[config.mk]
export PLATFORM = sky130hd
export DESIGN_NAME = m4i_divider
export DESIGN_NICKNAME = d
export VERILOG_FILES = /design/src/sv/m4i_pkg.sv /design/src/sv/m4i_divider.sv
export SDC_FILE = /design/constraint.sdc
export NUM_CORES = 1
export LEC_CHECK = 0
export BUFFER_PORTS_ARGS = -buffer_cell sky130_fd_sc_hd__buf_4
export CORE_ASPECT_RATIO = 0.5
export CORE_MARGIN = 1.5
export CORE_UTILIZATION = 55
export DETAILED_ROUTE_END_ITERATION = 8
export PLACE_DENSITY = 0.76
export SYNTH_ARGS = -nofsm -noshare
export SYNTH_HDL_FRONTEND = slang
export SYNTH_SLANG_ARGS = --single-unit
[constraint.sdc]
create_clock -name clock -period 9.83 [get_ports clock]
set_input_delay 0 -clock clock [delete_from_list [all_inputs] [get_ports clock]]
set_output_delay 0 -clock clock [all_outputs]
set_load 0.02 [all_outputs]
[src/sv/m4i_pkg.sv]
`default_nettype none
// ----------------------------------------------------------------------------
// m4i_pkg: shared types, constants and operand tables
// Holds the sequencer states, the operation codes of the cofactor programme
// and the element-address table used to walk each 3x3 minor.
// ----------------------------------------------------------------------------
package m4i_pkg;

   localparam int ELEM_WIDTH_DEF = 16;
   localparam int INV_SHIFT      = 24;
   localparam int MAT_DEPTH      = 16;
   localparam logic [3:0] LAST_OP  = 4'd14;
   localparam logic [3:0] LAST_IDX = 4'd15;

   typedef enum logic [2:0] {
      OP_LDA, OP_MSET, OP_MSUB, OP_MMSET, OP_MMSUB, OP_MMADD
   } op_kind_type;

   typedef enum logic [2:0] {
      CS_IDLE, CS_ISSUE, CS_EXEC, CS_ACC, CS_WRITE, CS_DISSUE, CS_DEXEC, CS_DACC
   } cof_state_type;

   typedef enum logic [1:0] {
      DV_IDLE, DV_RUN, DV_FIN
   } div_state_type;

   typedef enum logic [2:0] {
      TS_LOAD, TS_COF, TS_CHECK, TS_RD, TS_DST, TS_DIV
   } top_state_type;

   typedef struct packed {
      logic       we;
      logic [3:0] addr;
   } cof_wr_type;

   // Operation performed at each step of a cofactor programme.
   function automatic op_kind_type op_kind(input logic [3:0] s);
      op_kind_type k;
      case (s)
         4'd1, 4'd6, 4'd11: k = OP_MSET;
         4'd3, 4'd8, 4'd13: k = OP_MSUB;
         4'd4:              k = OP_MMSET;
         4'd9:              k = OP_MMSUB;
         4'd14:             k = OP_MMADD;
         default:           k = OP_LDA;
      endcase
      return k;
   endfunction

   // Store address of the minor element used at step s of cofactor (r, c).
   function automatic logic [3:0] op_addr(input logic [1:0] r, input logic [1:0] c,
                                          input logic [3:0] s);
      logic [1:0] rs;
      logic [1:0] cs;
      logic [1:0] rv;
      logic [1:0] cv;
      case (s)
         4'd0:  begin rs = 2'd1; cs = 2'd1; end
         4'd1:  begin rs = 2'd2; cs = 2'd2; end
         4'd2:  begin rs = 2'd1; cs = 2'd2; end
         4'd3:  begin rs = 2'd2; cs = 2'd1; end
         4'd4:  begin rs = 2'd0; cs = 2'd0; end
         4'd5:  begin rs = 2'd1; cs = 2'd0; end
         4'd6:  begin rs = 2'd2; cs = 2'd2; end
         4'd7:  begin rs = 2'd1; cs = 2'd2; end
         4'd8:  begin rs = 2'd2; cs = 2'd0; end
         4'd9:  begin rs = 2'd0; cs = 2'd1; end
         4'd10: begin rs = 2'd1; cs = 2'd0; end
         4'd11: begin rs = 2'd2; cs = 2'd1; end
         4'd12: begin rs = 2'd1; cs = 2'd1; end
         4'd13: begin rs = 2'd2; cs = 2'd0; end
         4'd14: begin rs = 2'd0; cs = 2'd2; end
         default: begin rs = 2'd0; cs = 2'd0; end
      endcase
      rv = (rs >= r) ? rs + 2'd1 : rs;
      cv = (cs >= c) ? cs + 2'd1 : cs;
      return {rv, cv};
   endfunction

endpackage
`default_nettype wire

[src/sv/m4i_divider.sv]
`default_nettype none
// ----------------------------------------------------------------------------
// m4i_divider: signed restoring divider with Q16.16 saturation
// Divides a cofactor shifted up by the fraction alignment by the determinant,
// one quotient bit a cycle, rounding toward zero.
// ----------------------------------------------------------------------------
module m4i_divider import m4i_pkg::*; #(
   parameter int ELEM_WIDTH = ELEM_WIDTH_DEF
) (
   input  wire logic                    clock,
   input  wire logic                    reset,
   input  wire logic                    start,
   input  wire logic [3*ELEM_WIDTH+2:0] cof,
   input  wire logic [4*ELEM_WIDTH+4:0] det,
   output logic                         done,
   output logic      [31:0]             quo,
   output logic                         clip
);

   localparam int CW  = 3 * ELEM_WIDTH + 3;
   localparam int DW  = 4 * ELEM_WIDTH + 5;
   localparam int NW  = CW + INV_SHIFT;
   localparam int DXW = DW + 32;
   localparam int WW  = ((NW > DXW) ? NW : DXW) + 1;

   div_state_type  state_ff, state_in;
   logic [5:0]     cnt_ff, cnt_in;
   logic [WW-1:0]  rem_ff, rem_in;
   logic [WW-1:0]  dsh_ff, dsh_in;
   logic [32:0]    q_ff, q_in;
   logic           neg_ff, neg_in;

   logic [CW-1:0]  num_mag;
   logic [DW-1:0]  den_mag;
   logic           ge;
   logic [32:0]    qs;

   assign num_mag = cof[CW-1] ? -cof : cof;
   assign den_mag = det[DW-1] ? -det : det;
   assign ge      = rem_ff >= dsh_ff;

   // Quotient bit 32 set means the magnitude is out of range whatever follows.
   assign qs   = neg_ff ? -{1'b0, q_ff[31:0]} : {1'b0, q_ff[31:0]};
   assign clip = q_ff[32] | (qs[32] != qs[31]);
   assign quo  = clip ? (neg_ff ? 32'h8000_0000 : 32'h7fff_ffff) : qs[31:0];

   always_ff @(posedge clock) begin
      if (reset) begin
         state_ff <= DV_IDLE;
         cnt_ff   <= '0;
      end else begin
         state_ff <= state_in;
         cnt_ff   <= cnt_in;
      end
      rem_ff <= rem_in;
      dsh_ff <= dsh_in;
      q_ff   <= q_in;
      neg_ff <= neg_in;
   end

   always_comb begin
      state_in = state_ff;
      cnt_in   = cnt_ff;
      rem_in   = rem_ff;
      dsh_in   = dsh_ff;
      q_in     = q_ff;
      neg_in   = neg_ff;
      done     = 1'b0;
      case (state_ff)
         DV_IDLE: begin
            if (start) begin
               rem_in   = WW'(num_mag) << INV_SHIFT;
               dsh_in   = WW'(den_mag) << 32;
               neg_in   = cof[CW-1] ^ det[DW-1];
               q_in     = '0;
               cnt_in   = '0;
               state_in = DV_RUN;
            end
         end
         DV_RUN: begin
            rem_in = ge ? rem_ff - dsh_ff : rem_ff;
            q_in   = {q_ff[31:0], ge};
            dsh_in = dsh_ff >> 1;
            cnt_in = cnt_ff + 6'd1;
            if (cnt_ff == 6'd32) begin
               state_in = DV_FIN;
            end
         end
         DV_FIN: begin
            done     = 1'b1;
            state_in = DV_IDLE;
         end
         default: state_in = DV_IDLE;
      endcase
   end

endmodule
`default_nettype wire

# --- Yosys cells after proc, flatten, opt, wreduce, memory -nomap -nowiden ---
# Cells that the tools add are included.
totals:
  in_bits: 123
  wordCells: 45
  regBits: 246
op_classes:
  muxes: 18
  add_sub_neg: 5
  magnitude_cmp: 1
  bitwise: 2
  n_reduce_logical: 6
  eq_ne: 7
ops:
  columns: ["operator", "n"]
  rows:
  - ["$pmux W102 S2", 2]
  - ["$mux W102", 3]
  - ["$ge A102 B102 Y1", 1]
  - ["$sub A102 B102 Y102", 1]
  - ["$mux W69", 1]
  - ["$neg A69 Y69", 1]
  - ["$mux W33", 2]
  - ["$pmux W33 S2", 1]
  - ["$mux W32", 2]
  - ["$mux W51", 1]
  - ["$neg A51 Y51", 1]
  - ["$neg A32 Y33", 1]
  - ["$pmux W6 S2", 1]
  - ["$add A6 B1 Y6 const B", 1]
  - ["$eq A6 B6 Y1 const B", 1]
  - ["$mux W6", 1]
  - ["$ne A2 B2 Y1 const B", 3]
  - ["$reduce_and A2 Y1", 3]
  - ["$mux W2", 2]
  - ["$pmux W2 S2", 1]
  - ["$reduce_and A3 Y1", 1]
  - ["$eq A2 B1 Y1 const B", 1]
  - ["$eq A2 B2 Y1 const B", 1]
  - ["$logic_not A2 Y1", 1]
  - ["5 further kinds", 5]

# --- Depth between registers and ports, before layout ---
depth:
  ltp_word: 5
  ltp_mapped: 14
  depth_no_buf: 14

# --- Least setup slack after synthesis ---
# Ideal clock, no wire load.
synth_timing:
  kind: "register -> register"
  from: "reg dsh_ff[0]"
  to: "reg rem_ff[0] (enable)"
  setup_slack_ns: 1.820
  synth_period_minus_slack_ns: 8.010
  path_stages_with_launch: 14
  setup_ns: 0.590
  n_path_buf: 0
  arrival_time_ns: 7.420
  path_cell_list: "edfxtp_1 > ha_1 > inv_1 > fa_1 > a21o_1 > a311oi_1 > or4_1 > a21oi_1 > a31oi_1 > nand2_1 > a31oi_1 > o21ai_0 > a21oi_1 > o211ai_1"
synth_via:
  elab_chain_len: 3
synth_rtl:
  columns: ["item", "line", "text"]
  rows:
  - ["start: declaration", "m4i_divider.sv:29", "logic [WW-1:0] dsh_ff, dsh_in;"]
  - ["start signal: assignment", "m4i_divider.sv:56", "dsh_ff <= dsh_in;"]
  - ["$ge A102 B102 Y1", "m4i_divider.sv:40", "assign ge = rem_ff >= dsh_ff;"]
  - ["$ne A2 B2 Y1 (no line)", null, null]
  - ["$reduce_and A3 Y1 (no line)", null, null]
  - ["end signal: assignment", "m4i_divider.sv:55", "rem_ff <= rem_in;"]
  - ["end: declaration", "m4i_divider.sv:28", "logic [WW-1:0] rem_ff, rem_in;"]
# No other way between the ends.
# A chain may end at the register's enable or synchronous reset.

# --- Worst setup path in the final report ---
layout_timing:
  from: "reg q_ff[0]"
  to: "out quo[26]"
layout_via:
  elab_chain_len: 5
layout_rtl:
  columns: ["item", "line", "text"]
  rows:
  - ["start: declaration", "m4i_divider.sv:30", "logic [32:0] q_ff, q_in;"]
  - ["start signal: assignment", "m4i_divider.sv:57", "q_ff <= q_in;"]
  - ["$neg A32 Y33 (*)", "m4i_divider.sv:43", "assign qs = neg_ff ? -{1'b0, q_ff[31:0]} : {1'b0, q_ff[31:0]};"]
  - ["$mux W33 (*)", "m4i_divider.sv:43", null]
  - ["$ne A1 B1 Y1", "m4i_divider.sv:44", "assign clip = q_ff[32] | (qs[32] != qs[31]);"]
  - ["$or A1 B1 Y1", "m4i_divider.sv:44", null]
  - ["$mux W32 (*)", "m4i_divider.sv:45", "assign quo = clip ? (neg_ff ? 32'h8000_0000 : 32'h7fff_ffff) : qs[31:0];"]
  - ["end: declaration", "m4i_divider.sv:16", "output logic [31:0] quo,"]
# Every way passes the cells marked *; elsewhere a longest branch is shown, timed or not.

==> impl_metrics.py <==
metrics = {
    "outcome": {
        "status": "complete, no violations",
    },
    "global_routing": {
        "top_usage_layer": "met2",
        "use_met2": 0.490,
        "met1_usage": 0.431,
        "grt_pass1_vias": 17300,
        "grt_use_total": 0.305,
        "grt_max_degree": 242,
        "met3_usage": 0.0461,
        "overflow": 0,
        "antenna_found_initial": 3,
        "grt_pass1_wl_um": 91300,
    },
    "sta": {
        "max-slew-margin-rel": 0.261,
        "finalMaxSlewViolations": 0,
        "fmax_mhz": 201,
        "fin_crit_ns": 4.98,
        "rsz0062_at_grt": "false",
        "fin_setup_tns_ns": 0,
        "tightest_slew_ns": 1.11,
        "hold_viol": 0,
        "setup_viol_count_final": 0,
        "finClkSkew_ns": 0.0197,
        "post-route-period-util": 0.507,
    },
    "floorplan": {
        "die_w_um": 271,
        "start_util": 0.566,
        "die_h_um": 137,
        "pin_count": 157,
        "core_area_um2": 35000,
        "num_rows": 48,
        "dieArea_um2": 37200,
    },
    "critical_path": {
        "timing.rr.start": "rem_ff[0]$_SDFFCE_PN0P_",
        "critPathMaxFanout": 20,
        "crit_start": "q_ff[0]$_SDFFCE_PN0P_",
        "path_class": "register to output port",
        "cp-end-kind": "output port",
        "start_kind": "register",
        "cp_cell_sequence": "inv_1 > ha_1 > or3b_2 > or4_4 > nor3_4 > nand2_2 > o31ai_4 > o2111ai_1 > a21oi_2 > inv_2 > nor3_1 > a311oi_1 > buf_4",
        "worstPathArrival_ns": 4.98,
        "cp_slowest_stage_delay_ns": 0.76,
        "required_ns": 9.83,
        "slowest_stage": "a21oi_2",
    },
    "clock_network": {
        "clkLatencyLatePin_ns": 0.55,
        "cts.sinks": 245,
        "clockRootBuffer": "clkbuf_16",
        "cts_made_buffers": 25,
        "cts_hold_buf": 118,
        "post-cts-setup-buffer-count": 0,
        "cts_resized": 0,
        "htree_levels": 1,
        "clock_path_buffers": 3,
        "clkSlewWorstSetupHoldPaths_ns": 0.06,
        "tritoncts": "done",
    },
    "job": {
        "cap_viol_max_count": 0,
    },
    "power": {
        "powerDensity_nw_per_um2": 194,
        "max-vdd-ir-drop_mv": 0.113,
        "p_leak_nw": 9.10,
    },
    "placement": {
        "dpl.cell_count": 2892,
        "dp_hpwl_um": 41700,
        "io_buffer_count": 156,
        "routabilityCongestion": 0.963,
    },
    "final_layout": {
        "drive_above_1_share": 0.0934,
        "final_util": 0.661,
        "syn_to_final_growth_pct": 16.9,
        "fin_cells": 3057,
        "final_cell_mix": "nor2_1 (255), nand2_1 (254), a21oi_1 (241)",
        "layout.nets": 2792,
        "num-fill-cells": 2910,
        "layout_commonest_cell": "nor2_1",
    },
    "worst_hold_path": {
        "min_from": "cof[12]",
        "min_path_type": "primary input to register",
    },
    "detailed_routing": {
        "routedWlPerCell_um": 19.0,
        "wirelength_um": 58100,
        "first_pass_iters": 6,
        "drtAntennaViolNets": 0,
        "route.detailed.drc": 0,
        "viasPerCell": 6.12,
        "drtIter0Drc": 1902,
        "vias": 18700,
    },
    "logic_synthesis": {
        "syn_inst": 2374,
        "yosysSeqAreaShare": 0.368,
        "synth_nets": 2604,
        "synth_flop_cell": "edfxtp_1",
        "syn_area_um2": 19800,
        "syn_avg_cell_area_um2": 8.33,
        "ys_ff_latch": 245,
        "synth_edf_count": 237,
        "async_flop_share": 0,
        "ys_warn_count": 0,
        "netlist-cell-type-count": 78,
    },
}
[final timing paths]
check                           endpoint  slack, ns  cells past startpoint
setup reg to reg    rem_ff[26]$_DFFE_PP_       4.98                     15
hold reg to reg   cnt_ff[4]$_SDFFE_PP0P_       0.50                      2
hold / removal      rem_ff[36]$_DFFE_PP_       0.02                      4
setup / recovery                 quo[26]       4.85                     13
[report_power, final]
group	switching, mW	internal [mW]	leakage, nW	total (mW)
logic	1.30	0.791	6.29	2.09
registers	0.0807	1.37	2.45	1.45
clock network	0.433	0.497	0.358	0.930
total	1.81	2.66	9.10	4.47
[final cells by class]
class                   count  area, um2  area share
flip-flops and latches    245       7280       0.315
clock buffers              28        637      0.0276
clock inverters            17        131     0.00568
diodes                      2       5.00    0.000217
repair buffers            282       2420       0.105
well taps                 475        594      0.0257
inverters                 157        592      0.0256
multi-input cells        1851      11500       0.496
[through the flow]
stage,worst slack (ns),instance area (um2),power [mW],hold slack [ns]
global placement,5.28,21200,3.44,0.236
CTS,4.94,23100,4.43,0.00188
floorplan,1.82,19800,2.93,0.187
detailed placement,5.06,21200,3.46,0.238
finish,4.85,23100,4.47,0.0179
global route,4.53,23100,4.74,0.00783
[cells in the mapped netlist, types with 27 or more instances]
| library cell | n | area share |
|---|---|---|
| nor2_1 | 255 | 0.048 |
| nand2_1 | 254 | 0.048 |
| a21oi_1 | 241 | 0.061 |
| edfxtp_1 | 237 | 0.36 |
| o21ai_0 | 201 | 0.051 |
| inv_1 | 155 | 0.029 |
| clkbuf_1 | 107 | 0.020 |
| ha_1 | 106 | 0.067 |
| xor2_1 | 105 | 0.047 |
| xnor2_1 | 97 | 0.043 |
| nand4_1 | 60 | 0.019 |
| a21o_1 | 47 | 0.018 |
| nor3_1 | 42 | 0.011 |
| o31ai_1 | 39 | 0.015 |
| o21bai_1 | 33 | 0.013 |
| nand3_1 | 32 | 0.0081 |
| and2_1 | 30 | 0.0095 |
| a31oi_1 | 27 | 0.0085 |
[kinds of logic after synthesis]
kind of cell | count (synthesis) | synth area share
compound gates | 712 | 0.218
mux | 10 | 0.00506
fa+ha+maj | 107 | 0.0681
xor+xnor | 202 | 0.0895
flops | 245 | 0.368
simple gates | 820 | 0.197
buf+inv | 278 | 0.0540
[layer usage]
layer / wire (um) / vias up
met5: 0 / -
met4: 1610 / 0
met3: 4600 / 122
met2: 25700 / 782
met1: 26200 / 8848
li1: - / 8959
[registers in the layout, summed over array words and instances (netlist names)]
signal / flops
dsh_ff: 101
neg_ff: 1
cnt_ff: 6
q_ff: 33
rem_ff: 102
state_ff: 2
[critical path, delay by kind of cell (launching register included)]
kind	cells	cell delay (ns)
AOI/OAI and AO/OA	4	1.44
and+or+nand+nor	5	1.68
DFF	1	0.41
adders and majority gates	1	0.23
buffers and inverters	3	0.67
No activity file was read; power rests on OpenSTA's default activity.
