$ cat config.mk
export PLATFORM = sky130hd
export DESIGN_NAME = m4i_cofactor
export DESIGN_NICKNAME = d
export VERILOG_FILES = /design/src/sv/m4i_pkg.sv /design/src/sv/m4i_cofactor.sv
export SDC_FILE = /design/constraint.sdc
export NUM_CORES = 2
export LEC_CHECK = 0
export ABC_AREA = 1
export BUFFER_PORTS_ARGS = -buffer_cell sky130_fd_sc_hd__buf_4
export CAP_MARGIN = 0
export CORE_ASPECT_RATIO = 2
export CORE_UTILIZATION = 50
export DETAILED_ROUTE_END_ITERATION = 7
export GPL_TIMING_DRIVEN = 1
export PLACE_DENSITY = 0.66
export SLEW_MARGIN = 10
export SYNTH_ARGS = -nofsm -noshare
export SYNTH_HDL_FRONTEND = slang
export SYNTH_SLANG_ARGS = --single-unit
$ cat constraint.sdc
create_clock -name clock -period 11.95 [get_ports clock]
set_input_delay 1.195 -clock clock [delete_from_list [all_inputs] [get_ports clock]]
set_output_delay 1.195 -clock clock [all_outputs]
set_load 0.01 [all_outputs]
$ cat src/sv/m4i_pkg.sv
`default_nettype none
// ----------------------------------------------------------------------------
// m4i_pkg: shared types, constants and operand tables
// Holds the sequencer states, the operation codes of the cofactor programme
// and the element-address table used to walk each 3x3 minor.
// ----------------------------------------------------------------------------
package m4i_pkg;

   localparam int ELEM_WIDTH_DEF = 16;
   localparam int INV_SHIFT      = 24;
   localparam int MAT_DEPTH      = 16;
   localparam logic [3:0] LAST_OP  = 4'd14;
   localparam logic [3:0] LAST_IDX = 4'd15;

   typedef enum logic [2:0] {
      OP_LDA, OP_MSET, OP_MSUB, OP_MMSET, OP_MMSUB, OP_MMADD
   } op_kind_type;

   typedef enum logic [2:0] {
      CS_IDLE, CS_ISSUE, CS_EXEC, CS_ACC, CS_WRITE, CS_DISSUE, CS_DEXEC, CS_DACC
   } cof_state_type;

   typedef enum logic [1:0] {
      DV_IDLE, DV_RUN, DV_FIN
   } div_state_type;

   typedef enum logic [2:0] {
      TS_LOAD, TS_COF, TS_CHECK, TS_RD, TS_DST, TS_DIV
   } top_state_type;

   typedef struct packed {
      logic       we;
      logic [3:0] addr;
   } cof_wr_type;

   // Operation performed at each step of a cofactor programme.
   function automatic op_kind_type op_kind(input logic [3:0] s);
      op_kind_type k;
      case (s)
         4'd1, 4'd6, 4'd11: k = OP_MSET;
         4'd3, 4'd8, 4'd13: k = OP_MSUB;
         4'd4:              k = OP_MMSET;
         4'd9:              k = OP_MMSUB;
         4'd14:             k = OP_MMADD;
         default:           k = OP_LDA;
      endcase
      return k;
   endfunction

   // Store address of the minor element used at step s of cofactor (r, c).
   function automatic logic [3:0] op_addr(input logic [1:0] r, input logic [1:0] c,
                                          input logic [3:0] s);
      logic [1:0] rs;
      logic [1:0] cs;
      logic [1:0] rv;
      logic [1:0] cv;
      case (s)
         4'd0:  begin rs = 2'd1; cs = 2'd1; end
         4'd1:  begin rs = 2'd2; cs = 2'd2; end
         4'd2:  begin rs = 2'd1; cs = 2'd2; end
         4'd3:  begin rs = 2'd2; cs = 2'd1; end
         4'd4:  begin rs = 2'd0; cs = 2'd0; end
         4'd5:  begin rs = 2'd1; cs = 2'd0; end
         4'd6:  begin rs = 2'd2; cs = 2'd2; end
         4'd7:  begin rs = 2'd1; cs = 2'd2; end
         4'd8:  begin rs = 2'd2; cs = 2'd0; end
         4'd9:  begin rs = 2'd0; cs = 2'd1; end
         4'd10: begin rs = 2'd1; cs = 2'd0; end
         4'd11: begin rs = 2'd2; cs = 2'd1; end
         4'd12: begin rs = 2'd1; cs = 2'd1; end
         4'd13: begin rs = 2'd2; cs = 2'd0; end
         4'd14: begin rs = 2'd0; cs = 2'd2; end
         default: begin rs = 2'd0; cs = 2'd0; end
      endcase
      rv = (rs >= r) ? rs + 2'd1 : rs;
      cv = (cs >= c) ? cs + 2'd1 : cs;
      return {rv, cv};
   endfunction

endpackage
`default_nettype wire

$ cat src/sv/m4i_cofactor.sv
`default_nettype none
// ----------------------------------------------------------------------------
// m4i_cofactor: cofactor and determinant sequencer
// Walks the 3x3 minor of every position through one shared multiplier,
// reading the matrix store one element at a time, and accumulates the
// determinant along the first row.
// ----------------------------------------------------------------------------
module m4i_cofactor import m4i_pkg::*; #(
   parameter int ELEM_WIDTH = ELEM_WIDTH_DEF
) (
   input  wire logic                      clock,
   input  wire logic                      reset,
   input  wire logic                      start,
   output logic      [3:0]                mem_raddr,
   input  wire logic [ELEM_WIDTH-1:0]     mem_rdata,
   output cof_wr_type                     cof_wr,
   output logic      [3*ELEM_WIDTH+2:0]   cof_data,
   output logic      [4*ELEM_WIDTH+4:0]   det,
   output logic                           done
);

   localparam int TW = 2 * ELEM_WIDTH + 1;
   localparam int CW = 3 * ELEM_WIDTH + 3;
   localparam int PW = ELEM_WIDTH + CW;
   localparam int DW = 4 * ELEM_WIDTH + 5;

   cof_state_type           state_ff, state_in;
   logic [3:0]              q_ff, q_in;
   logic [3:0]              s_ff, s_in;
   logic [ELEM_WIDTH-1:0]   opa_ff, opa_in;
   logic signed [PW-1:0]    prod_ff, prod_in;
   logic signed [TW-1:0]    t_ff, t_in;
   logic signed [CW-1:0]    m_ff, m_in;
   logic signed [CW-1:0]    cof_ff, cof_in;
   logic signed [DW-1:0]    det_ff, det_in;

   op_kind_type             kind;
   logic [1:0]              r, c;
   logic signed [ELEM_WIDTH-1:0] elem_s;
   logic signed [CW-1:0]    bop;
   logic signed [PW-1:0]    prod_full;
   logic signed [CW-1:0]    cof_signed;

   assign kind   = op_kind(s_ff);
   assign r      = q_ff[3:2];
   assign c      = q_ff[1:0];
   assign elem_s = mem_rdata;

   always_comb begin
      if (state_ff == CS_DEXEC) begin
         bop = cof_ff;
      end else if (kind == OP_MSET || kind == OP_MSUB) begin
         bop = CW'($signed(opa_ff));
      end else begin
         bop = CW'(t_ff);
      end
      prod_full  = elem_s * bop;
      cof_signed = (r[0] ^ c[0]) ? -m_ff : m_ff;
   end

   assign cof_data = cof_signed;
   assign det      = det_ff;

   always_ff @(posedge clock) begin
      if (reset) begin
         state_ff <= CS_IDLE;
         q_ff     <= '0;
         s_ff     <= '0;
      end else begin
         state_ff <= state_in;
         q_ff     <= q_in;
         s_ff     <= s_in;
      end
      opa_ff  <= opa_in;
      prod_ff <= prod_in;
      t_ff    <= t_in;
      m_ff    <= m_in;
      cof_ff  <= cof_in;
      det_ff  <= det_in;
   end

   always_comb begin
      state_in    = state_ff;
      q_in        = q_ff;
      s_in        = s_ff;
      opa_in      = opa_ff;
      prod_in     = prod_ff;
      t_in        = t_ff;
      m_in        = m_ff;
      cof_in      = cof_ff;
      det_in      = det_ff;
      mem_raddr   = '0;
      cof_wr.we   = 1'b0;
      cof_wr.addr = {c, r};
      done        = 1'b0;
      case (state_ff)
         CS_IDLE: begin
            if (start) begin
               det_in   = '0;
               q_in     = '0;
               s_in     = '0;
               state_in = CS_ISSUE;
            end
         end
         CS_ISSUE: begin
            mem_raddr = op_addr(r, c, s_ff);
            state_in  = CS_EXEC;
         end
         CS_EXEC: begin
            if (kind == OP_LDA) begin
               opa_in   = mem_rdata;
               s_in     = s_ff + 4'd1;
               state_in = CS_ISSUE;
            end else begin
               prod_in  = prod_full;
               state_in = CS_ACC;
            end
         end
         CS_ACC: begin
            case (kind)
               OP_MSET:  t_in = prod_ff[TW-1:0];
               OP_MSUB:  t_in = t_ff - prod_ff[TW-1:0];
               OP_MMSET: m_in = prod_ff[CW-1:0];
               OP_MMSUB: m_in = m_ff - prod_ff[CW-1:0];
               OP_MMADD: m_in = m_ff + prod_ff[CW-1:0];
               default:  t_in = t_ff;
            endcase
            if (s_ff == LAST_OP) begin
               state_in = CS_WRITE;
            end else begin
               s_in     = s_ff + 4'd1;
               state_in = CS_ISSUE;
            end
         end
         CS_WRITE: begin
            cof_wr.we = 1'b1;
            cof_in    = cof_signed;
            if (r == 2'd0) begin
               state_in = CS_DISSUE;
            end else if (q_ff == LAST_IDX) begin
               done     = 1'b1;
               state_in = CS_IDLE;
            end else begin
               q_in     = q_ff + 4'd1;
               s_in     = '0;
               state_in = CS_ISSUE;
            end
         end
         CS_DISSUE: begin
            mem_raddr = {2'b00, c};
            state_in  = CS_DEXEC;
         end
         CS_DEXEC: begin
            prod_in  = prod_full;
            state_in = CS_DACC;
         end
         CS_DACC: begin
            det_in   = det_ff + DW'(prod_ff);
            q_in     = q_ff + 4'd1;
            s_in     = '0;
            state_in = CS_ISSUE;
         end
         default: state_in = CS_IDLE;
      endcase
   end

endmodule
`default_nettype wire

Word-level counts from Yosys, hierarchy flattened

Memory sizes are Yosys's and may differ from the RTL's. A register that Yosys moved wholly into a read port is not among the register bits.
Cells that the tools add are included.

Memory bits (read-only): 112
Register bits: 298
Memories kept: 2

Memories:

| name             | words | width | rd ports | clocked after Yosys merged registers in | wr ports | line          | text |
|---|---|---|---|---|---|---|---|
| (name not given) | 16    | 4     | 1        | 1                                       | 0        | m4i_pkg.sv:57 | `case (s)` |
| (name not given) | 16    | 3     | 1        | 1                                       | 0        | m4i_pkg.sv:39 | `case (s)` |

Equality and inequality tests: 20
Order comparisons: 2
Muxes and demuxes: 36
Reduce and logical (&&, ||, !) cells: 17
Add/sub/neg operators: 9
Multiply operators: 1
Bitwise logic cells: 1

Operators by type and width:

| kind                  | number |
|---|---|
| $mux W51              | 3 |
| $pmux W51 S3          | 1 |
| $pmux W69 S2          | 1 |
| $pmux W67 S2          | 1 |
| $add A69 B67 Y69      | 1 |
| $mux W69              | 1 |
| $mul A16 B51 Y67      | 1 |
| $mux W67              | 1 |
| $pmux W33 S2          | 1 |
| $add A51 B51 Y51      | 1 |
| $neg A51 Y51          | 1 |
| $sub A51 B51 Y51      | 1 |
| $mux W4               | 12 |
| $sub A33 B33 Y33      | 1 |
| $pmux W3 S8           | 1 |
| $pmux W4 S5           | 1 |
| $eq A3 B3 Y1 const B  | 6 |
| $eq A3 B2 Y1 const B  | 4 |
| $ne A2 B2 Y1 const B  | 6 |
| $pmux W4 S3           | 1 |
| $reduce_and A2 Y1     | 5 |
| $mux W3               | 3 |
| $add A4 B1 Y4 const B | 2 |
| $eq A4 B4 Y1 const B  | 2 |
| other kinds (15)      | 28 |

Depth between registers and ports, before layout

Depth after elaboration: 7
Gate-level depth with buffers: 37
Depth with buffers taken out: 35

Worst setup path after synthesis

OpenSTA, ideal clock, no wires.

Path type: in2reg
From: input mem_rdata[5]
To: register prod_ff[66], data pin
Data arrival time: 6503 ps
Required time: 11698 ps
Library setup time: 252 ps
Slack: 5195 ps
Stages on the path: 24
Path through: clkbuf_1 -> clkinv_1 -> clkbuf_1 -> nor2_1 -> fa_1 -> fa_1 -> inv_1 -> fa_1 -> fa_1 -> inv_1 -> fa_1 -> fa_1 -> ha_1 -> nand2_1 -> nor2_1 -> inv_1 -> nor2_1 -> inv_1 -> nor2_1 -> inv_1 -> nor3_1 -> nand2_1 -> nand3_1 -> nand2_1

Word-level cells in the longest chain between the ends: 3

Ends and longest elaborated chain:

| item                   | line                | text |
|---|---|---|
| start: declaration     | m4i_cofactor.sv:15  | `input wire logic [ELEM_WIDTH-1:0] mem_rdata,` |
| $mul A16 B51 Y67 *     | m4i_cofactor.sv:57  | `prod_full = elem_s * bop;` |
| net prod_full[66]      | m4i_cofactor.sv:41  | `logic signed [PW-1:0] prod_full;` |
| $mux W67               | m4i_cofactor.sv:110 | `if (kind == OP_LDA) begin` |
| $pmux W67 S2 *         | m4i_cofactor.sv:96  | `case (state_ff)` |
| end signal: assignment | m4i_cofactor.sv:75  | `prod_ff <= prod_in;` |
| end: declaration       | m4i_cofactor.sv:31  | `logic signed [PW-1:0] prod_ff, prod_in;` |

Mark *: on every way through the listed nets, which the timed path passes. The rest lies on a longest branch. The select of a mux whose other input is x is not followed.
A chain may end at the register's enable or synchronous reset.

Worst setup path in the final report

From: register state_ff[0]
To: register prod_ff[62], data pin

Word-level cells in the longest chain between the ends: 5
Elaborated cells between the ends (all ways): 6

Ends and longest elaborated chain:

| item                     | line                | text |
|---|---|---|
| start: declaration       | m4i_cofactor.sv:27  | `cof_state_type state_ff, state_in;` |
| start signal: assignment | m4i_cofactor.sv:70  | `state_ff <= state_in;` |
| $eq A3 B3 Y1 *           | m4i_cofactor.sv:50  | `if (state_ff == CS_DEXEC) begin` |
| $mux W51 *               | m4i_cofactor.sv:50  |  |
| $mul A16 B51 Y67 *       | m4i_cofactor.sv:57  |  |
| net prod_full[62]        | m4i_cofactor.sv:41  |  |
| $mux W67                 | m4i_cofactor.sv:110 |  |
| $pmux W67 S2 *           | m4i_cofactor.sv:96  |  |

Marks and branches as above.

==> impl_metrics.tcl <==
set metrics [dict create \
    outcome "completed" \
    maxSlewViolCount 0 \
    antenna_found_initial 3 \
    cp.arrival_ns 10.01 \
    setup_tns_ns 0 \
    rsz0062_at_grt "no" \
    final_cells 9359 \
    clock_skew_ns 0.0528 \
    fin_nets 8939 \
    core_region_area_um2 110000 \
    fmax_mhz 103 \
    setup_violations 0 \
    crit_family "adder cells" \
    cp_slowest_cell "buf_4" \
    min_path_type "reg -> reg" \
    synthTopCellsByArea "fa_1 27%, edfxtp_1 16%, nand2_1 14%, inv_1 12%, ha_1 7.1%" \
    drc_errors 0 \
    cp_max_fo 64 \
    async_flop_share 0 \
    grt_overflow 0 \
    period_share 0.810 \
    dp_hpwl_um 205000 \
    root_buffer "clkbuf_16" \
    drt_iter0_markers 4352 \
    drt-total-wl_um 249000 \
    slowest_delay_ns 0.62 \
    seq_area_frac_synth 0.162 \
    wl_per_cell_um 26.6 \
    floorplan.rows 172 \
    fp.dieArea_um2 112000 \
    yosysMostFrequentCell "nand2_1" \
    start_util 0.505 \
    numCtsBuffers 35 \
    die_width_um 238 \
    synthCells 7797 \
    place.gp.congestion 1.09 \
    maxSlewHeadroom 0.198 \
    cts_tree "yes" \
    ys_types 53 \
    synth_edf_count 287 \
    vias 53100 \
    antenna_left 0 \
    io_pins 149 \
    area_growth_pct 6.64 \
    hold_viol 0 \
    fp.dieH_um 473 \
    ctsResizeCount 0 \
    critPathCaptureType "register" \
    drive_gt1_frac 0.0456 \
    cts_sinks 305 \
    yosys_warnings 0 \
    crit_buf_inv 5 \
    holdWs_ns 0.615 \
    viasPerCell 5.68 \
    ys_ff_latch 305 \
    cpMostUsedCell "nand2_1" \
    grt_max_degree 70 \
    synth_nets 8886 \
    clk_latency_ns 0.63 \
    clk_path_buf_depth 3 \
    htree_levels 2 \
    synth_ff_type "edfxtp_1" \
    dp_cells 9292 \
    worst_pin_slew_ns 1.20 \
    fill_cells 11000 \
    cap_viol_max_count 0 \
    port_buffers 148 \
    synthTopCellsByCount "2102 x nand2_1, 1711 x inv_1, 946 x nor2_1" \
    min_period_ns 9.68 \
    r2r_slack_ns 2.27 \
    grt_pass1_wl_um 362000 \
    grt_pass1_vias 55700 \
    drt-pass1-iter-count 7 \
    critical_path_class "reg -> reg" \
    synth_area_per_cell_um2 7.12 \
    cp.required_ns 12.29 \
    synth_area_leader_cell "fa_1" \
    yosysTopAreaCellShare 0.272 \
    start_kind "register" \
    cts_hold_buf 0 \
    grt.total_usage 0.451 \
    syn_area_um2 55500 \
    path_clk_slew_ns 0.07 \
    post_cts_buffers 0 \
]
## cells by family after synthesis
family	synth area share
flops	0.162
buf+inv	0.133
xor+xnor	0.0271
fa+ha+maj	0.343
simple gates	0.264
compound gates	0.0712
## per-stage QoR
step	area (um2)	util	setup WS, ns
3_5_place_dp	58000	0.528	2.50
6_report	59200	0.538	2.27
3_3_place_gp	58000	0.528	2.45
5_1_grt	59200	0.538	2.08
2_1_floorplan	55500	-	5.20
4_1_cts	59200	0.538	2.73
## placed cells by master (no fill, tap or decap), drive strengths merged, types with 2 or more instances in the layout
master / n
a21boi: 6
a21o: 4
a21oi: 306
a31oi: 9
and2: 7
and3: 3
buf: 179
clkbuf: 42
clkinv: 21
dfxtp: 18
diode: 4
edfxtp: 287
fa: 755
ha: 315
inv: 1757
nand2: 2107
nand2b: 2
nand3: 321
nand3b: 19
nand4: 76
nor2: 950
nor3: 75
nor3b: 4
nor4: 22
o211ai: 5
o21a: 21
o21ai: 277
o21bai: 60
o22ai: 3
o31ai: 4
or2: 43
xnor2: 46
xor2: 126
## registers in the layout, indices dropped and copies added (netlist names), 4 cells and up, named ones only
name	cells
opa_ff	16
m_ff	51
s_ff	4
t_ff	33
q_ff	4
det	69
prod_ff	67
cof_ff	51
## area by class of cell
cell class | count | area (um2) | share of cell area
diodes | 4 | 10.0 | 0.000169
clock buffers | 42 | 955 | 0.0161
clock inverters | 21 | 170 | 0.00288
inverters | 1759 | 6620 | 0.112
multi-input cells | 5570 | 39200 | 0.663
flip-flops and latches | 305 | 8980 | 0.152
well taps | 1479 | 1850 | 0.0313
repair buffers | 179 | 1340 | 0.0227
## path summary, 6_finish.rpt
check             cells past startpoint                    end                     start
hold reg to reg                       2   q_ff[1]$_SDFFE_PP0P_      q_ff[1]$_SDFFE_PP0P_
hold / removal                        2   q_ff[1]$_SDFFE_PP0P_      q_ff[1]$_SDFFE_PP0P_
setup / recovery                     27  prod_ff[62]$_DFFE_PP_  state_ff[0]$_SDFFE_PP0N_
setup reg to reg                     27  prod_ff[62]$_DFFE_PP_  state_ff[0]$_SDFFE_PP0N_
## metal layers
metal / global-route usage / vias up / wire length [um]
met4: 0.498 / 4 / 34300
met5: 0 / - / 24
met1: 0.438 / 25500 / 77000
met3: 0.0917 / 1221 / 19600
li1: - / 23700 / -
met2: 0.758 / 2706 / 118000
## worst register-to-register path: cells and delay by family, from the launching register on
family,cells,cell delay (ns)
adder cells (fa/ha/maj),7,3.61
AND/OR/NAND/NOR,13,3.24
buffers and inverters,5,1.40
AO/OA/AOI/OAI,2,0.60
flip-flops,1,0.56
Power is left out: the tool's default activity adds up to more than one toggle a clock period on the data nets, which glitch-free logic cannot reach.
