[config.mk]
export PLATFORM = sky130hd
export DESIGN_NAME = m4i_ram
export DESIGN_NICKNAME = d
export VERILOG_FILES = /design/src/sv/m4i_ram.sv
export SDC_FILE = /design/constraint.sdc
export NUM_CORES = 1
export LEC_CHECK = 0
export ABC_AREA = 1
export BUFFER_PORTS_ARGS = -buffer_cell sky130_fd_sc_hd__buf_4
export CORE_MARGIN = 2
export CORE_UTILIZATION = 29
export DETAILED_ROUTE_END_ITERATION = 6
export MAX_ROUTING_LAYER = met4
export PLACE_DENSITY = 0.44
export RECOVER_POWER = 50
export SLEW_MARGIN = 20
export SYNTH_ARGS = -nofsm -noshare
export SYNTH_HDL_FRONTEND = slang
export SYNTH_SLANG_ARGS = --single-unit
[constraint.sdc]
create_clock -name clock -period 1.95 [get_ports clock]
set_clock_uncertainty 0.1 [all_clocks]
set_input_delay 0.2925 -clock clock [delete_from_list [all_inputs] [get_ports clock]]
set_output_delay 0.2925 -clock clock [all_outputs]
set_load 0.03 [all_outputs]
[src/sv/m4i_ram.sv]
`default_nettype none
// ----------------------------------------------------------------------------
// m4i_ram: generic single-port-write, single-port-read RAM
// One write and one read per cycle; the read data is registered.
// ----------------------------------------------------------------------------
module m4i_ram #(
   parameter int WIDTH = 16,
   parameter int DEPTH = 16
) (
   input  wire logic                     clock,
   input  wire logic                     we,
   input  wire logic [$clog2(DEPTH)-1:0] waddr,
   input  wire logic [WIDTH-1:0]         wdata,
   input  wire logic [$clog2(DEPTH)-1:0] raddr,
   output logic      [WIDTH-1:0]         rdata
);

   logic [WIDTH-1:0] mem_ff [DEPTH];

   always_ff @(posedge clock) begin
      if (we) begin
         mem_ff[waddr] <= wdata;
      end
      rdata <= mem_ff[raddr];
   end

endmodule
`default_nettype wire

# Word-level counts from Yosys, hierarchy flattened
# Memories as Yosys holds them, arrays and structs flattened. A register that Yosys moved wholly into a read port is not among the register bits.
# Index checks and enable logic that the tools add are counted.
# totals
in_bits	26
ff_bits	0
ramBits	256
mem_count	1
elab_cells	3
# classes
n_mux	2
# memory_table
memory	depth	word_bits	read_ports	rd_clocked_by_memory_dff	write_ports	line	rtl
mem_ff	16	16	1	1	1	18	logic [WIDTH-1:0] mem_ff [DEPTH];
# op_table
cell	n
$mux 1	2

# Logic depth before layout (Yosys ltp)
# Gate-level depths: netlist of run 1.
# depth
ltp_word	2
mapped_depth	9
ltp_nobuf	7

# Least setup slack after synthesis of run 1
# Ideal clock, no wire load.
# synth_timing
path_kind	in2reg
startpoint	input waddr[2]
endpoint	memory mem_ff[10][0], enable pin
slack_ps	258
arrival_ps	1204
required_time_ps	1462
n_path_buf	0
path_stages	2
path_cell_list	nand3b_1 > nor2_1
# synth_rtl
element	line	rtl
start, declared	12	input wire logic [$clog2(DEPTH)-1:0] waddr,
end, declared	18	
# No word-level cell before the write port.

# Worst setup path after layout of run 1
# layout_timing
startpoint	register rdata[4], read port of mem_ff
endpoint	output rdata[4]
# layout_rtl
element	line	rtl
start, declared	15	output logic [WIDTH-1:0] rdata
# No word-level cell between the ends.

==> results of run 1 <==
==> cells in the final DEF (no fill, tap or decap) <==
cell,synthesis,layout
buf_12,0,16
buf_4,18,41
bufinv_16,0,5
clkbuf_1,10,22
clkbuf_16,0,29
clkbuf_2,0,2
clkbuf_8,0,3
clkinv_1,0,1
clkinv_2,0,10
clkinv_4,0,1
clkinvlp_4,0,3
dfxtp_1,16,16
dlygate4sd3_1,0,16
edfxtp_1,256,256
inv_1,196,196
inv_2,2,1
inv_4,0,1
inv_6,0,1
nand2_1,341,341
nand3_1,193,193
nand3b_1,2,2
nor2_1,17,5
nor2_2,0,12
==> what timing repair did <==
action / 4_1_cts / 5_1_grt
hold endpoints to repair: 256 / 0
buffers inserted: 0 / 0
hold buffers: 16 / 0
==> layer usage <==
metal / up-vias / part of all wire, % / GRT usage, %
met5: - / 0 / -
met4: 0 / 2.0 / 3.96
met3: 44 / 3.2 / 1.82
met2: 103 / 46 / 24.0
met1: 3571 / 48 / 20.3
li1: 3609 / - / -
==> stage by stage <==
| stage | hold WS (ns) | util, % | worst slack (ns) |
|---|---|---|---|
| 2_1_floorplan | 0.291 | - | 0.258 |
| 3_3_place_gp | 0.509 | 32.5 | 0.264 |
| 3_5_place_dp | 0.506 | 32.5 | 0.243 |
| 4_1_cts | 0.0493 | 35.6 | 0.339 |
| 5_1_grt | 0.0644 | 35.2 | 0.276 |
| 6_report | 0.0659 | 35.2 | 0.376 |
==> cell families (layout without fill, tap and decap cells) <==
family,count (synthesis),in the layout,synth area share (%)
flip-flops,272,272,70.4
AND/OR/NAND/NOR,553,553,20.4
buffers and inverters,249,348,9.21
==> power breakdown <==
group          switching, µW  internal (µW)  leakage, µW
Combinational            626            288      0.00276
Clock                   2320           3500     0.000501
Sequential              48.6           6540      0.00245
==> cell type report <==
cell class | instances | area, µm²
Inverter | 198 | 746
Sequential cell | 272 | 8010
Multi-Input combinational cell | 553 | 2350
Timing Repair Buffer | 96 | 877
Clock inverter | 21 | 244
Fill cell | 3949 | 25100
Clock buffer | 33 | 771
Tap cell | 518 | 648
==> path summary, 6_finish.rpt <==
| check | to | cells past startpoint | start |
|---|---|---|---|
| max | rdata[4] | 1 | rdata[4] |
| min | rdata[7] | 3 | raddr[3] |
| max reg2reg | rdata[8] | 6 | mem_ff[1][8] |
| min reg2reg | rdata[14] | 6 | mem_ff[6][14] |
==> flip-flops by register name, summed over array words and instances (netlist names) <==
signal and flops:
mem_ff 256, rdata 16
==> summary.md, run 1 <==
| Metric | Value |
|---|---|
| Die height | 202 µm |
| Vias in the first global route | 7114 |
| Placer Congestion | 0.716 |
| Post-synth top cells | 341 x nand2_1, 256 x edfxtp_1, 196 x inv_1 |
| Crit-path cells | buf_4 |
| Aggregate routed wire length | 29.3 mm |
| Total number of vias | 7327 |
| Worst skew pair latency | 0.57 ns |
| CTS clk-pin slew, worst paths | 0.06 ns |
| Least-Margin Pin Slew | 1.11 ns |
| Layout cell share with drive strength beyond 1 | 10.7% |
| Post_cts resized | 0 |
| RSZ-0062 raised after global routing | no |
| Share of the synthesized area in the top cell type | 67.5% |
| Post-DP HPWL | 16.5 mm |
| Synth top area cells | edfxtp_1 68%, nand2_1 11%, nand3_1 8.5% |
| Maximum clock rate | 635 MHz |
| Layout Nets | 1176 |
| Chip width | 202 µm |
| CTS root buffer | clkbuf_16 |
| First-pass GRT wire length | 44.7 mm |
| Final min period | 1.57 ns |
| Starting Density | 29.4% |
| Final Hold Fails | 0 |
| VDD IR max | 0.000595 V |
| Row count | 72 |
| Synthesis-to-layout area growth | 19.9% |
| PortBufs | 41 |
| Synth Instances | 1074 |
| Setup tns final | 0 ns |
| H-tree Lvls | 1 |
| Synthesized cell area | 11400 µm² |
| Final Cycle Share | 80.7% |
| Largest delay share family, worst path | flip-flops |
| YS warnings | 0 |
| Core ar. | 38700 µm² |
| Leading area contributor after synthesis | edfxtp_1 |
| Synth Register Bits | 272 |
| Leak | 0.00570 µW |
| Syn nets | 1100 |
| Avg WL per Cell | 17.3 µm |
| I/O pin cnt | 42 |
| Diode count | 0 |
| Vias/cell | 4.33 |
| Slew HR | 25.8% |
| Gr ovfl total | 0 |
| Ys flop type | edfxtp_1 |
| Startpoint type of the worst setup path | register |
| DP Area | 12600 µm² |
| Outcome | finished clean |
| Reg2Reg Setup Slack | 0.83 ns |
| Worst EP arrival | 1.18 ns |
| Worst hold path type | input pin to register |
| Drt initial violations | 479 |
| Placed cells | 1621 |
| Final setup fails | 0 |
| CP Buf/Inv Count | 1 |
| Global Route Usage Sum | 15.0% |
| Die area | 40800 µm² |
| Post-synthesis sequential area ratio | 70.4% |
| CTS tree | built |
| Final instance area | 13600 µm² |
| Pwr Total | 13300 µW |
| CTS buffer count | 29 |
| Post-synth EDFFs | 256 |
| Antenna Nets Post-Route | 0 |
| Pin count of the biggest net entering global routing | 89 |
| Number of remaining DRC errors | 0 |
| First-pass DRT Iterations | 4 |
| Pwr per Cell Area | 976 nW/µm² |
| Max incr delay on CP | 0.43 ns |
| CP Capture Type | primary output |
| Initial antenna violation count | 0 |
| Async SR Flop Fraction | 0% |
| Non-filler cells, final | 1691 |
| CTS Sinks | 272 |
| Synth cell types | 13 |
| Total of max-cap violations | 0 |
| Worst setup path class | register to primary output |
| Clock buffer depth | 3 |
| Critical path required time | 1.56 ns |
| Pins Over Slew Limit | 0 |
| Avg Cell Area, Syn | 10.6 µm² |
| Slowest-stage cell, CP | dfxtp_1 |
| Top-count cell post-synth | nand2_1 |
| Crit Path Max Fanout | 1 |
(Power assumes the default switching activity.)
==> run 2: changes to the inputs <==
==> constraint.sdc (replaced) <==
create_clock -name clock -period 1.61 [get_ports clock]
set_clock_uncertainty 0.1 [all_clocks]
set_input_delay 0.2415 -clock clock [delete_from_list [all_inputs] [get_ports clock]]
set_output_delay 0.2415 -clock clock [all_outputs]
set_load 0.03 [all_outputs]
==> run 2 against run 1 <==
Net effect: cell area grew 2.0%; die area is the same; clock-buffer cell count grew 8; clock power grew 20%; largest cell class unchanged; first-iteration DRC count shrank 14%; worst hold slack lost 0.0015 ns; utilization grew 0.71 points; critical endpoint is now rdata[3]; sequential cell count is the same.
==> summary.md, run 2 (synthesis gave the netlist of run 1 again) <==
| Metric | Value |
|---|---|
| Synthesis-to-layout area growth | 22.3% |
| Starting Density | 29.4% (unchanged) |
| Placer Congestion | 0.773 (+7.9%) |
| CTS root buffer | clkbuf_16 |
| Worst slack, placed | 0.0593 ns (-0.184 ns) |
| Layout cell share with drive strength beyond 1 | 11.5% (+0.82 points) |
| Pwr per Cell Area | 1160 nW/µm² (+19%) |
| Number of remaining DRC errors | 0 (unchanged) |
| Area of the multi-input gates | 2360 µm² (+0.11%) |
| Startpoint type of the worst setup path | register |
| Worst setup path class | register to primary output |
| Drt initial violations | 410 (-14%) |
| Fillcell total | 3903 (-1.2%) |
| Placed cells | 1642 (+1.3%) |
| Outcome | finished clean |
| Maximum clock rate | 660 MHz |
| Leak | 0.00584 µW (+2.5%) |
| Final setup fails | 0 (unchanged) |
| PortBufs | 41 (unchanged) |
| Top Registers | mem_ff: 256 flops, rdata: 16 flops |
| Pin count of the biggest net entering global routing | 54 (-39%) |
| Reg2Reg Setup Slack | 0.55 ns (-0.28 ns) |
| Number of post-CTS setup repair buffers | 0 (unchanged) |
| Initial antenna violation count | 0 (unchanged) |
| Crit Path Max Fanout | 1 (unchanged) |
| Worst EP arrival | 1.17 ns (about the same) |
| I/O pin cnt | 42 (unchanged) |
| Die area | 40800 µm² (unchanged) |
| Max incr delay on CP | 0.41 ns (-0.02 ns) |
| Least-Margin Pin Slew | 0.901 ns (-0.212 ns) |
| Row count | 72 (unchanged) |
| Register area | 8010 µm² (unchanged) |
| Worst hold path type | input pin to register |
| Post-DP HPWL | 18.3 mm (+11%) |
| Vias/cell | 4.33 (-0.15%) |
| Largest delay share family, worst path | flip-flops |
| Global Route Usage Sum | 15.3% (+0.31 points) |
| Worst skew pair latency | 0.56 ns (about the same) |
| Clock buffer depth | 3 (unchanged) |
| Diode count | 0 (unchanged) |
| Avg WL per Cell | 17.6 µm (+1.6%) |
| Pins Over Slew Limit | 0 (unchanged) |
| Number of flip-flops under the largest register name | 256 (unchanged) |
| Pwr Total | 16200 µW (+21%) |
| Chip width | 202 µm (unchanged) |
| Biggest register | mem_ff |
| CTS buffer count | 30 (+3.4%) |
| Gr ovfl total | 0 (unchanged) |
| CTS tree | built |
| Most common cell after layout, fill and taps aside | nand2_1 |
| CP Capture Type | primary output |
| Post_cts resized | 0 (unchanged) |
| RSZ-0062 raised after global routing | no |
| CTS Sinks | 272 (unchanged) |
| Crit-path cells | buf_4 |
| Slew HR | 39.9% (+14 points) |
| Final min period | 1.52 ns |
| CP Buf/Inv Count | 1 (unchanged) |
| VDD IR max | 0.000643 V (+7.9%) |
| Critical path required time | 1.27 ns (-0.29 ns) |
| Layout Nets | 1198 (+1.9%) |
| Total number of vias | 7407 (+1.1%) |
| Non-filler cells, final | 1712 (+1.2%) |
| Total of max-cap violations | 0 (unchanged) |
| H-tree Lvls | 1 (unchanged) |
| Finished Core Util | 35.9% (+0.71 points) |
| Final Cycle Share | 94.2% |
| Most frequent cells in the layout | 341 x nand2_1, 256 x edfxtp_1, 196 x inv_1 |
| Vias in the first global route | 7277 (+2.3%) |
| CTS clk-pin slew, worst paths | 0.06 ns (about the same) |
| Die height | 202 µm (unchanged) |
| First-pass DRT Iterations | 4 (unchanged) |
| Aggregate routed wire length | 30.1 mm (+2.9%) |
| Core ar. | 38700 µm² (unchanged) |
| First-pass GRT wire length | 45.8 mm (+2.3%) |
| Antenna Nets Post-Route | 0 (unchanged) |
| Final Hold Fails | 0 (unchanged) |
| Final WS setup | 0.0937 ns (-0.282 ns) |
| Post-CTS Hold Buffers | 16 (unchanged) |
| Slowest-stage cell, CP | dfxtp_1 |
## run 2: changes by cell type in the layout (fill, tap and decap cells not counted), sizes merged
cell and delta:
clkinv -3, clkbuf +7, clkinvlp -3, bufinv -1, buf +22, inv -1
## run 2: final cells by class
type,instances,area share (%)
repair buffers,117,8.34
flip-flops and latches,272,57.5
inverters,198,5.36
clock inverters,13,1.15
clock buffers,41,6.06
well taps,518,4.65
multi-input cells,553,16.9
## run 2: final timing paths
check	to	cells after the start	startpoint
setup / recovery	rdata[3]	1	rdata[3]
hold / removal	rdata[15]	5	raddr[2]
setup reg to reg	rdata[15]	6	mem_ff[5][15]
hold reg to reg	rdata[3]	6	mem_ff[10][3]
## run 2: layer usage
metal	vias to the layer above	track usage, %	wire length (µm)
met5	-	-	0
met3	38	2.37	1300
met1	3567	21.3	14700
met4	0	4.20	552
met2	143	23.3	13600
li1	3659	-	-
## run 2: metrics by stage
step | hold WS, ns | TNS, ns | area, µm²
after floorplan | 0.240 | -4.92 | 11400
after global placement | 0.471 | 0 | 12800
after detailed placement | 0.475 | 0 | 12800
after CTS | 0.0505 | 0 | 14000
after global routing | 0.0923 | 0 | 13900
final | 0.0644 | 0 | 13900
## run 2: where the power goes
part | switching [µW] | internal, µW | total, µW
logic | 787 | 401 | 1190
registers | 51.0 | 7920 | 7970
clock network | 2740 | 4270 | 7000
total | 3580 | 12600 | 16200
==> run 3: changes to the inputs <==
--- a/config.mk
+++ b/config.mk
@@ -8,10 +8,10 @@
 export ABC_AREA = 1
 export BUFFER_PORTS_ARGS = -buffer_cell sky130_fd_sc_hd__buf_4
 export CORE_MARGIN = 2
-export CORE_UTILIZATION = 29
+export CORE_UTILIZATION = 60
 export DETAILED_ROUTE_END_ITERATION = 6
 export MAX_ROUTING_LAYER = met4
-export PLACE_DENSITY = 0.44
+export PLACE_DENSITY = 0.79
 export RECOVER_POWER = 50
 export SLEW_MARGIN = 20
 export SYNTH_ARGS = -nofsm -noshare
==> run 3 against run 2 <==
Net effect: sequential cell count unchanged; sequential share of layout area increased by 2.4 points; maximum frequency increased by 0.83%; utilization increased by 36 points; clock-buffer cell count decreased by 11; global-route usage increased by 13 points; sequential power about the same; cell count decreased by 17%; critical path type is now input pin to register; largest power group unchanged; highest routed layer unchanged.
==> summary.md, run 3 (synthesis gave the netlist of run 1 again) <==
| Metric | Value |
|---|---|
| Outcome | finished clean |
| Placed cells | 1349 (-18%) |
| Global Route Usage Sum | 28.7% (+13 points) |
| Top Registers | mem_ff: 256 flops, rdata: 16 flops |
| Starting Density | 61.0% (+32 points) |
| CTS Sinks | 272 (unchanged) |
| Layout Nets | 1186 (-1.0%) |
| Total of max-cap violations | 0 (unchanged) |
| DP Area | 12400 µm² (-3.6%) |
| Avg WL per Cell | 19.3 µm (+9.7%) |
| First-pass DRT Iterations | 5 (+1) |
| Core ar. | 18600 µm² (-52%) |
| RSZ-0062 raised after global routing | no |
| Antenna Nets Post-Route | 0 (unchanged) |
| Post_cts resized | 0 (unchanged) |
| Placer Congestion | 0.844 (+9.3%) |
| Clock power frac | 41.9% (-1.4 points) |
| Register area | 8010 µm² (unchanged) |
| Combinational Power Share | 7.3% (about the same) |
| Fillcell total | 1234 (-68%) |
| Number of post-CTS setup repair buffers | 0 (unchanged) |
| Synthesis-to-layout area growth | 17.5% |
| Maximum clock rate | 665 MHz (+0.83%) |
| Vias/cell | 5.55 (+28%) |
| VDD IR max | 0.000980 V (+52%) |
| Final min period | 1.50 ns (-0.0124 ns) |
| Non-filler cells, final | 1414 (-17%) |
| Worst EP arrival | 1.54 ns (+0.37 ns) |
| CTS clk-pin slew, worst paths | 0.06 ns (about the same) |
| Post-DP HPWL | 16.2 mm (-12%) |
| Gr ovfl total | 0 (unchanged) |
| Pwr per Cell Area | 1170 nW/µm² (+1.1%) |
| Startpoint type of the worst setup path | input pin |
| Area of the multi-input gates | 2360 µm² (unchanged) |
| Die height | 142 µm (-30%) |
| WHS Path Cells | 3 (-2) |
| P_sw | 3380 µW (-5.4%) |
| H-tree Lvls | 1 (unchanged) |
| Pint | 12300 µW (-2.2%) |
| First-pass GRT wire length | 42.3 mm (-7.6%) |
| Die area | 20100 µm² (-51%) |
| PortBufs | 41 (unchanged) |
| Row count | 50 (-31%) |
| Final Cycle Share | 93.4% (-0.77 points) |
| Register share of total power | 50.8% (+1.5 points) |
| Vias in the first global route | 7789 (+7.0%) |
| Drt initial violations | 910 (+120%) |
| Least-Margin Pin Slew | 0.999 ns (+0.0981 ns) |
| Final Hold Fails | 0 (unchanged) |
| Most frequent cells in the layout | 341 x nand2_1, 256 x edfxtp_1, 196 x inv_1 |
| Pins Over Slew Limit | 0 (unchanged) |
| Most common cell after layout, fill and taps aside | nand2_1 |
| Worst hold path type | input pin to register |
| Final instance area | 13400 µm² (-4.0%) |
| Critical path required time | 1.65 ns (+0.38 ns) |
| Aggregate routed wire length | 27.3 mm (-9.4%) |
| Number of flip-flops under the largest register name | 256 (unchanged) |
| CTS buffer count | 27 (-10%) |
| Leak | 0.00575 µW (-1.6%) |
| R2R depth | 6 (unchanged) |
| Total number of vias | 7846 (+5.9%) |
| Layout cell share with drive strength beyond 1 | 10.9% (-0.62 points) |
| Post-CTS Hold Buffers | 16 (unchanged) |
| Worst setup path class | input pin to register |
| CP Capture Type | register |
| Worst skew pair latency | 0.52 ns (-0.04 ns) |
| I/O pin cnt | 42 (unchanged) |
| Initial antenna violation count | 1 (+1) |
| CTS tree | built |
| Biggest register | mem_ff |
| Slew HR | 33.4% (-6.5 points) |
| Switch share | 21.6% (-0.56 points) |
| Number of remaining DRC errors | 0 (unchanged) |
| Crit Path Max Fanout | 9 (+8) |
| CTS root buffer | clkbuf_16 |
| Final setup fails | 0 (unchanged) |
| Pin count of the biggest net entering global routing | 45 (-17%) |
| Clock buffer depth | 3 (unchanged) |
| Chip width | 142 µm (-30%) |
run 3: area by class of cell:
class / instances / share of cell area, %
diodes: 1 / 0.0187
repair buffers: 108 / 7.75
inverters: 198 / 5.57
flip-flops and latches: 272 / 59.9
clock inverters: 18 / 1.81
multi-input cells: 553 / 17.6
clock buffers: 30 / 5.14
well taps: 234 / 2.19
run 3: worst paths after layout:
path / slack (ns) / end / startpoint
max: 0.11 / mem_ff[15][6] / waddr[1]
min reg2reg: 0.56 / rdata[7] / mem_ff[11][7]
min: 0.05 / rdata[7] / raddr[3]
max reg2reg: 0.48 / rdata[6] / mem_ff[1][6]
run 3: critical path: stages:
cell and delay, ns:
clkbuf_1 0.15, nand2_1 0.19, nor2_1 0.19, clkbuf_1 0.77
run 3: power by group through the flow:
stage / sequential [µW] / combinational (µW) / clock [µW]
CTS: 7960 / 1170 / 6640
floorplan: 8200 / 535 / 0
global placement: 8110 / 1090 / 0
detailed placement: 8110 / 1120 / 0
global route: 7980 / 1250 / 6890
finish: 7970 / 1150 / 6580
run 3: metal layers:
| layer | vias up | wire length [µm] | track usage (%) |
|---|---|---|---|
| met1 | 3703 | 10600 | 37.5 |
| li1 | 3636 | - | - |
| met3 | 84 | 2430 | 5.33 |
| met4 | 0 | 1080 | 13.2 |
| met2 | 423 | 13200 | 44.5 |
| met5 | - | 0 | - |
run 3: per-stage QoR:
stage / utilization (%) / setup TNS (ns) / hold WS (ns) / setup WS [ns] / total power, µW
floorplan: - / -4.92 / 0.240 / -0.0311 / 8730
detailed placement: 66.4 / 0 / 0.454 / 0.0997 / 9240
finish: 71.7 / 0 / 0.0454 / 0.106 / 15700
global placement: 66.4 / 0 / 0.448 / 0.121 / 9200
global route: 71.7 / 0 / 0.0494 / 0.105 / 16100
CTS: 72.3 / 0 / 0.0188 / 0.148 / 15800
